### src/sv/jpd_pkg.sv
// Shared types and constants for the joystick packet deframer.
package jpd_pkg;

    localparam logic [7:0] SYNC_BYTE  = 8'hFF;
    localparam logic [7:0] GOOD_SUM   = 8'hFF;
    localparam int         HOLD_SLOTS = 6;
    localparam int         SLOT_BTN   = 4;

    // configuration register indexes
    localparam logic REG_GUN_MASK   = 1'b0;
    localparam logic REG_LASER_MASK = 1'b1;

    typedef enum logic [1:0] {
        PH_HUNT    = 2'd0,
        PH_SKIP    = 2'd1,
        PH_COLLECT = 2'd2
    } t_phase;

    typedef struct packed {
        logic                             echo_valid;
        logic [7:0]                       echo_byte;
        logic                             packet_done;
        logic                             checksum_good;
        logic                             gun_flag;
        logic                             laser_flag;
        logic [HOLD_SLOTS-1:0][7:0]       slots;
    } t_result;

endpackage

### src/sv/jpd_core.sv
// Deframer state: sync hunt, packet collection, checksum and held flags.
module jpd_core #(
    parameter int PACKET_BYTES = 7
) (
    input  logic               i_clk,
    input  logic               i_rst_n,
    input  logic               i_step,
    input  logic [7:0]         i_rx_byte,
    input  logic [7:0]         i_gun_mask,
    input  logic [7:0]         i_laser_mask,
    output jpd_pkg::t_result   o_result
);

    localparam int CNT_W = $clog2(PACKET_BYTES + 1);

    jpd_pkg::t_phase                              r_phase, n_phase;
    logic [CNT_W-1:0]                             r_count, n_count;
    logic [7:0]                                   r_sum, n_sum;
    logic [jpd_pkg::HOLD_SLOTS-1:0][7:0]          r_slots, n_slots;
    logic                                         r_gun, n_gun;
    logic                                         r_laser, n_laser;

    logic [CNT_W-1:0] count_inc;
    logic [7:0]       sum_inc;
    logic             valid, done, good;

    assign count_inc = r_count + 1'b1;
    assign sum_inc   = r_sum + i_rx_byte;

    always_comb begin
        n_phase = r_phase;
        n_count = r_count;
        n_sum   = r_sum;
        n_slots = r_slots;
        n_gun   = r_gun;
        n_laser = r_laser;
        valid   = 1'b0;
        done    = 1'b0;
        good    = 1'b0;
        unique case (r_phase)
            jpd_pkg::PH_HUNT: begin
                if (i_rx_byte == jpd_pkg::SYNC_BYTE) begin
                    n_phase = jpd_pkg::PH_SKIP;
                    n_count = '0;
                    n_sum   = '0;
                    valid   = 1'b1;
                end
            end
            jpd_pkg::PH_SKIP: begin
                valid      = 1'b1;
                n_slots[0] = i_rx_byte;
                if (i_rx_byte != jpd_pkg::SYNC_BYTE) begin
                    n_sum   = sum_inc;
                    n_count = CNT_W'(1);
                    n_phase = jpd_pkg::PH_COLLECT;
                end
            end
            jpd_pkg::PH_COLLECT: begin
                valid = 1'b1;
                for (int k = 0; k < jpd_pkg::HOLD_SLOTS; k++) begin
                    if (int'(r_count) == k) begin
                        n_slots[k] = i_rx_byte;
                    end
                end
                n_sum   = sum_inc;
                n_count = count_inc;
                if (count_inc >= CNT_W'(PACKET_BYTES)) begin
                    done = 1'b1;
                    good = (sum_inc == jpd_pkg::GOOD_SUM);
                    // button byte may be the one arriving now
                    if (good) begin
                        n_gun   = |(n_slots[jpd_pkg::SLOT_BTN] & i_gun_mask);
                        n_laser = |(n_slots[jpd_pkg::SLOT_BTN] & i_laser_mask);
                    end
                    n_phase = jpd_pkg::PH_HUNT;
                    n_count = '0;
                end
            end
            default: begin
                n_phase = jpd_pkg::PH_HUNT;
                n_count = '0;
            end
        endcase
    end

    always_ff @(posedge i_clk) begin
        if (!i_rst_n) begin
            r_phase <= jpd_pkg::PH_HUNT;
            r_count <= '0;
            r_sum   <= '0;
            r_slots <= '0;
            r_gun   <= 1'b0;
            r_laser <= 1'b0;
        end else if (i_step) begin
            r_phase <= n_phase;
            r_count <= n_count;
            r_sum   <= n_sum;
            r_slots <= n_slots;
            r_gun   <= n_gun;
            r_laser <= n_laser;
        end
    end

    always_comb begin
        o_result.echo_valid    = valid;
        o_result.echo_byte     = i_rx_byte;
        o_result.packet_done   = done;
        o_result.checksum_good = good;
        o_result.gun_flag      = n_gun;
        o_result.laser_flag    = n_laser;
        o_result.slots         = n_slots;
    end

endmodule

### src/sv/joystick_packet_deframer_unit.sv
// Joystick packet deframer top level: input register, deframer core, result register.
// One received byte per transaction, one result per byte. A byte accepted into the input
// register passes the deframer core into the result register when that is free or taken.
// The state update (a few compares and one 8-bit add) is combinational, so a new byte can
// be taken every cycle while results drain. While a finished result waits for i_ready,
// the input register takes one more byte and then o_ready drops until the result is taken.
// The mask registers are written through i_cfg_we / i_cfg_idx / i_cfg_data; the user must
// do so only while no transaction is in flight, which the block itself does not enforce.
module joystick_packet_deframer_unit #(
    parameter int PACKET_BYTES = 7
) (
    input  logic       i_clk,
    input  logic       i_rst_n,
    input  logic       i_valid,
    output logic       o_ready,
    input  logic [7:0] i_rx_byte,
    output logic       o_valid,
    input  logic       i_ready,
    output logic       o_echo_valid,
    output logic [7:0] o_echo_byte,
    output logic       o_packet_done,
    output logic       o_checksum_good,
    output logic       o_gun_flag,
    output logic       o_laser_flag,
    output logic [7:0] o_right_horizontal,
    output logic [7:0] o_right_vertical,
    output logic [7:0] o_left_horizontal,
    output logic [7:0] o_left_vertical,
    output logic [7:0] o_button_bits,
    output logic [7:0] o_extra_byte,
    input  logic       i_cfg_we,
    input  logic       i_cfg_idx,
    input  logic [7:0] i_cfg_data
);

    logic             r_in_valid;
    logic [7:0]       r_in_byte;
    logic             r_out_valid;
    jpd_pkg::t_result r_out;
    logic [7:0]       r_gun_mask;
    logic [7:0]       r_laser_mask;
    logic             advance;
    jpd_pkg::t_result core_result;

    assign advance = r_in_valid && (!r_out_valid || i_ready);
    assign o_ready = !r_in_valid || advance;

    always_ff @(posedge i_clk) begin
        if (!i_rst_n) begin
            r_gun_mask   <= 8'h20;
            r_laser_mask <= 8'h08;
        end else if (i_cfg_we) begin
            unique case (i_cfg_idx)
                jpd_pkg::REG_GUN_MASK:   r_gun_mask   <= i_cfg_data;
                jpd_pkg::REG_LASER_MASK: r_laser_mask <= i_cfg_data;
                default: ;
            endcase
        end
    end

    always_ff @(posedge i_clk) begin
        if (!i_rst_n) begin
            r_in_valid <= 1'b0;
        end else if (o_ready) begin
            r_in_valid <= i_valid;
        end
    end

    always_ff @(posedge i_clk) begin
        if (o_ready && i_valid) begin
            r_in_byte <= i_rx_byte;
        end
    end

    jpd_core #(
        .PACKET_BYTES (PACKET_BYTES)
    ) u_core (
        .i_clk        (i_clk),
        .i_rst_n      (i_rst_n),
        .i_step       (advance),
        .i_rx_byte    (r_in_byte),
        .i_gun_mask   (r_gun_mask),
        .i_laser_mask (r_laser_mask),
        .o_result     (core_result)
    );

    always_ff @(posedge i_clk) begin
        if (!i_rst_n) begin
            r_out_valid <= 1'b0;
        end else if (advance) begin
            r_out_valid <= 1'b1;
        end else if (i_ready) begin
            r_out_valid <= 1'b0;
        end
    end

    always_ff @(posedge i_clk) begin
        if (advance) begin
            r_out <= core_result;
        end
    end

    assign o_valid            = r_out_valid;
    assign o_echo_valid       = r_out.echo_valid;
    assign o_echo_byte        = r_out.echo_byte;
    assign o_packet_done      = r_out.packet_done;
    assign o_checksum_good    = r_out.checksum_good;
    assign o_gun_flag         = r_out.gun_flag;
    assign o_laser_flag       = r_out.laser_flag;
    assign o_right_horizontal = r_out.slots[0];
    assign o_right_vertical   = r_out.slots[1];
    assign o_left_horizontal  = r_out.slots[2];
    assign o_left_vertical    = r_out.slots[3];
    assign o_button_bits      = r_out.slots[4];
    assign o_extra_byte       = r_out.slots[5];

endmodule
### config.mk
export PLATFORM = sky130hd
export DESIGN_NAME = joystick_packet_deframer_unit
export DESIGN_NICKNAME = d
export VERILOG_FILES = /design/src/sv/jpd_pkg.sv /design/src/sv/jpd_core.sv /design/src/sv/joystick_packet_deframer_unit.sv
export SDC_FILE = /design/constraint.sdc
export NUM_CORES = 1
export LEC_CHECK = 0
export BUFFER_PORTS_ARGS = -buffer_cell sky130_fd_sc_hd__buf_4
export CAP_MARGIN = 20
export CORE_UTILIZATION = 50
export DETAILED_ROUTE_END_ITERATION = 8
export PLACE_DENSITY = 0.75
export SKIP_CTS_REPAIR_TIMING = 1
export SLEW_MARGIN = 20
export SYNTH_ARGS = -nofsm -noshare
export SYNTH_HDL_FRONTEND = slang
export SYNTH_SLANG_ARGS = --single-unit
### constraint.sdc
create_clock -name i_clk -period 3.5 [get_ports i_clk]
set_input_delay 0.175 -clock i_clk [delete_from_list [all_inputs] [get_ports i_clk]]
set_output_delay 0.175 -clock i_clk [all_outputs]
set_load 0.1 [all_outputs]
# Word level (Yosys, flattened, before mapping)

Index checks and enable logic that the tools add are counted.

Add/sub/neg operators: 2
Multipliers: 0
Divide/modulo/power cells: 0
$lt $le $gt $ge: 1
Equality and inequality tests: 13
Shifts and indexed selects: 0
Mux-type cells: 31
Bitwise logic cells: 3
Reductions and logical operators: 19

Operators by type and width:

| operator              | number |
|---|---|
| $mux W8               | 9 |
| $mux W40              | 1 |
| $pmux W8 S3           | 1 |
| $and A8 B8 Y8         | 2 |
| $eq A8 B8 Y1 const B  | 2 |
| $pmux W8 S2           | 1 |
| $reduce_or A8 Y1      | 2 |
| $eq A3 B3 Y1 const B  | 4 |
| $mux W1               | 10 |
| $mux W3               | 3 |
| $pmux W3 S3           | 1 |
| $add A8 B8 Y8         | 1 |
| $ne A8 B8 Y1 const B  | 1 |
| $reduce_and A4 Y1     | 2 |
| $mux W2               | 3 |
| $ne A2 B1 Y1 const B  | 3 |
| $pmux W2 S3           | 1 |
| $reduce_and A2 Y1     | 3 |
| $add A3 B1 Y3 const B | 1 |
| $eq A3 B2 Y1 const B  | 1 |
| $ge A3 B3 Y1 const B  | 1 |
| $logic_not A3 Y1      | 1 |
| $reduce_and A3 Y1     | 1 |
| $reduce_bool A3 Y1    | 1 |
| other kinds (10)      | 13 |

Register bits: 150
Bits in latches: 0
Memory bits (writable): 0
Memory bits (read-only): 0
Output and inout bits: 63
Logic and storage cells: 97
Memories kept: 0

# Depth between registers and ports, before layout

Depth after elaboration: 8
Depth in mapped cells: 10
Gate-level depth less buffers: 8

# Cells and area by module

A second synthesis with hierarchy kept.

Cells, all modules: 576
Area total of the unflattened synthesis: 6,706.4 um2

Modules (own cells, without submodules):

| module                        | times used | cells an instance | area each (um2) |
|---|---|---|---|
| jpd_core                      | 1          | 433               | 3,926.3 |
| joystick_packet_deframer_unit | 1          | 143               | 2,780.2 |

# Worst setup path before layout

OpenSTA, ideal clock, no wires.

Kind: register to register
Start point: register r_out_valid, in the netlist o_valid
End point: register r_out, in the netlist o_button_bits[0], enable pin
Setup time: 0.449 ns
Arrival: 3.209 ns
Path slack: -0.159 ns
Stages on the path, launching flop included: 6
Buffers on the path: 2
Clock period less this slack: 3.659 ns
Cells stage by stage: dfxtp_1 > nor2b_1 > nand2b_1 > clkbuf_1 > clkinv_1 > clkbuf_1

Word-level cells in the longest chain between the ends: 3

Ends and longest elaborated chain:

| element                | line                                | text |
|---|---|---|
| from (decl)            | joystick_packet_deframer_unit.sv:38 | `logic r_out_valid;` |
| from (signal assigned) | joystick_packet_deframer_unit.sv:89 | `r_out_valid <= 1'b0;` |
| from (signal assigned) | joystick_packet_deframer_unit.sv:91 | `r_out_valid <= 1'b1;` |
| from (signal assigned) | joystick_packet_deframer_unit.sv:93 | `r_out_valid <= 1'b0;` |
| $logic_not A1 Y1       | joystick_packet_deframer_unit.sv:45 | `assign advance = r_in_valid && (!r_out_valid \|\| i_ready);` |
| $logic_or A1 B1 Y1     | joystick_packet_deframer_unit.sv:45 |  |
| $logic_and A1 B1 Y1    | joystick_packet_deframer_unit.sv:45 |  |
| net advance            | joystick_packet_deframer_unit.sv:42 | `logic advance;` |
| to (signal assigned)   | joystick_packet_deframer_unit.sv:99 | `r_out <= core_result;` |
| to (decl)              | joystick_packet_deframer_unit.sv:39 | `jpd_pkg::t_result r_out;` |

The timed path passes the listed nets, and every way through them passes these cells.
A chain may end at the register's enable or synchronous reset.

==> impl_metrics.yaml <==
run_status:
  outcome: "complete, but fails checks"
  violations: "negative hold slack"
routing:
  drc_errors: 0
  routed_wl_um: 14200
  vias: 4754
  drt-initial-drc-count: 451
  drtAntennaViolNets: 0
  wl_per_cell_um: 16.4
  dr.pass1.iters: 5
  via_per_inst: 5.48
synth:
  syn_area_per_cell_um2: 10.7
  yosys.area.top_type: "edfxtp_1"
  syn_nets: 633
  yosysTopAreaCellShare_pct: 32.7
  ys_types: 51
  synth_area_leaders: "edfxtp_1, dfxtp_1, mux2_2"
  yosys_warnings: 0
  async_reset_ff_share_pct: 0
  synthFlopType: "dfxtp_1"
  synth_seq_area_share_pct: 58.3
  syn_inst: 593
  synth_edf_count: 69
  ys_ff_latch: 150
  synth_area_um2: 6340
cells_and_area:
  top_register: "u_core.r_slots"
  largest_reg_flops: 48
  fin_nets: 726
  diodes: 0
  final_common_cell: "buf_4"
  postLayoutCoreUtil_pct: 64.5
  final_cells: 867
  fin_area_um2: 7840
  final_cell_mix: "buf_4, nor2_1, dfxtp_1"
  drive_above_1_share_pct: 25.0
  syn2layout_area_growth_pct: 23.7
worst_setup_path:
  cp_max_fo: 3
  ff2ff_setup_slack_ns: 0.68
  slowest_delay_ns: 0.40
  r2r-end: "o_laser_flag"
  critPathSlowestCell: "fa_1"
  timing.rr.start: "r_in_byte[0]"
  cp.arrival_ns: 2.98
  crit_type: "reg -> reg"
  cp_cell_sequence: "ha_1, fa_1, a211oi_1, nor2_1, xor2_1, and4_1, and3_1, mux2_2"
  cp-start-kind: "flop"
  rr_worst_depth: 8
  setup.worst_path.end_class: "flop"
  cp.required_ns: 3.66
sta:
  finalSetupViolCount: 0
  hold_slack_ns: -0.00351
  worst_slack_ns: 0.678
  clock_skew_ns: 0.0104
  fmax_ghz: 0.354
  worst_pin_slew_ns: 1.02
  hold_viol_final: 1
  finalMaxSlewViolations: 0
  fin_crit_ns: 2.82
  rsz0062_at_grt: "no"
  fin_tns_setup_ns: 0
  max_slew_margin_pct: 31.7
  finalCritPeriodShare_pct: 80.6
place:
  gp_congestion: 0.822
  place_ws_ns: 0.702
  postPlaceCellArea_um2: 7160
  dpl.cell_count: 825
  portBuffers: 84
  dp_hpwl_um: 9380
cts:
  cts_root_buf: "clkbuf_16"
  clk_pin_slew_ns: 0.06
  cts_tree: "built"
  insertion_delay_ns: 0.42
  numCtsBuffers: 17
  cts_buffer_depth: 2
  clkSinkCount: 150
  cts_htree_levels: 4
floorplan:
  start_util_pct: 52.1
  die-area_um2: 13100
  num_rows: 40
  fp.dieH_um: 115
  core_area_um2: 12200
  io_pins: 85
  die_w_um: 115
min_path:
  worstHoldPathCells: 3
  hold_path_class: "in -> reg"
  hold_end: "r_gun_mask[5]"
  hold_start: "i_cfg_data[5]"
power_and_ir_drop:
  p_total_mw: 4.25
  ir_drop_mv: 0.303
  p_per_area_nw_per_um2: 542
  leakagePower_nw: 3.15
global_routing:
  grtUsageTotal_pct: 22.5
  grt_start_max_net_pins: 56
  grt_overflow: 0
  antenna_found_initial: 0
  grt_pass1_wl_um: 22300
  grt_pass1_vias: 4507
job:
  cap_viol_max_count: 0
==> critical path: cells and delay by family (launching register included) <==
family          cells  cell delay (ns)
compound gates      1             0.38
xor+xnor            1             0.20
simple gates        3             0.61
mux                 1             0.36
fa+ha+maj           2             0.64
flops               1             0.39
==> area by class of cell <==
class	instances	area, µm²
Tap cell	168	210
Fill cell	947	4320
Clock buffer	26	548
Multi-Input combinational cell	396	2460
Sequential cell	150	3690
Timing Repair Buffer	106	833
Clock inverter	6	35.0
Inverter	15	57.6
==> metal layers <==
layer | part of all wire [%] | GRT usage (%) | up-vias
met5 | 0 | 0 | -
li1 | - | - | 2289
met3 | 4.4 | 4.45 | 19
met2 | 50 | 37.9 | 143
met4 | 1.8 | 9.18 | 0
met1 | 44 | 28.3 | 2303
==> worst max-delay path by stage <==
stage	start	to	slack, ns
after CTS	r_in_byte[0]	o_laser_flag	0.68
final	r_in_byte[0]	o_laser_flag	0.68
after floorplan	o_valid	o_button_bits[0]	0.55
after detailed placement	r_in_byte[0]	o_laser_flag	0.70
after global routing	r_in_byte[0]	o_laser_flag	0.49
after global placement	r_in_byte[0]	o_laser_flag	0.79
==> cells in the mapped netlist (3+ instances only) <==
cell,number
a31oi_1,3
buf_1,3
edfxtp_1,69
nand2b_1,4
a221oi_1,3
nor2_1,93
mux2_2,44
inv_1,13
dfxtp_1,81
clkbuf_1,23
nor2b_1,8
nand3_1,21
a22oi_1,4
o21ai_0,4
a21oi_1,42
nor3_1,32
a22o_1,8
mux2i_1,13
ha_1,17
nand4_1,4
buf_2,3
xor2_1,3
a211oi_1,5
nand2_1,59
==> power breakdown <==
part	total (mW)	switching, mW	internal [mW]	leakage, nW
Combinational	0.546	0.412	0.134	1.55
Clock	1.75	0.673	1.08	0.292
Sequential	1.95	0.0327	1.92	1.31
Total	4.25	1.12	3.13	3.15
==> kinds of logic (layout without fill, tap and decap cells) <==
logic type,Yosys count,after routing,share of synthesized area (%)
AND/OR/NAND/NOR,233,233,16.1
flip-flops,150,150,58.3
AO/OA/AOI/OAI,82,82,8.23
multiplexers,58,58,10.0
buffers and inverters,47,153,2.94
adder cells (fa/ha/maj),18,18,3.67
XOR/XNOR,5,5,0.691
Note: power is estimated with default switching activity, not from simulation.
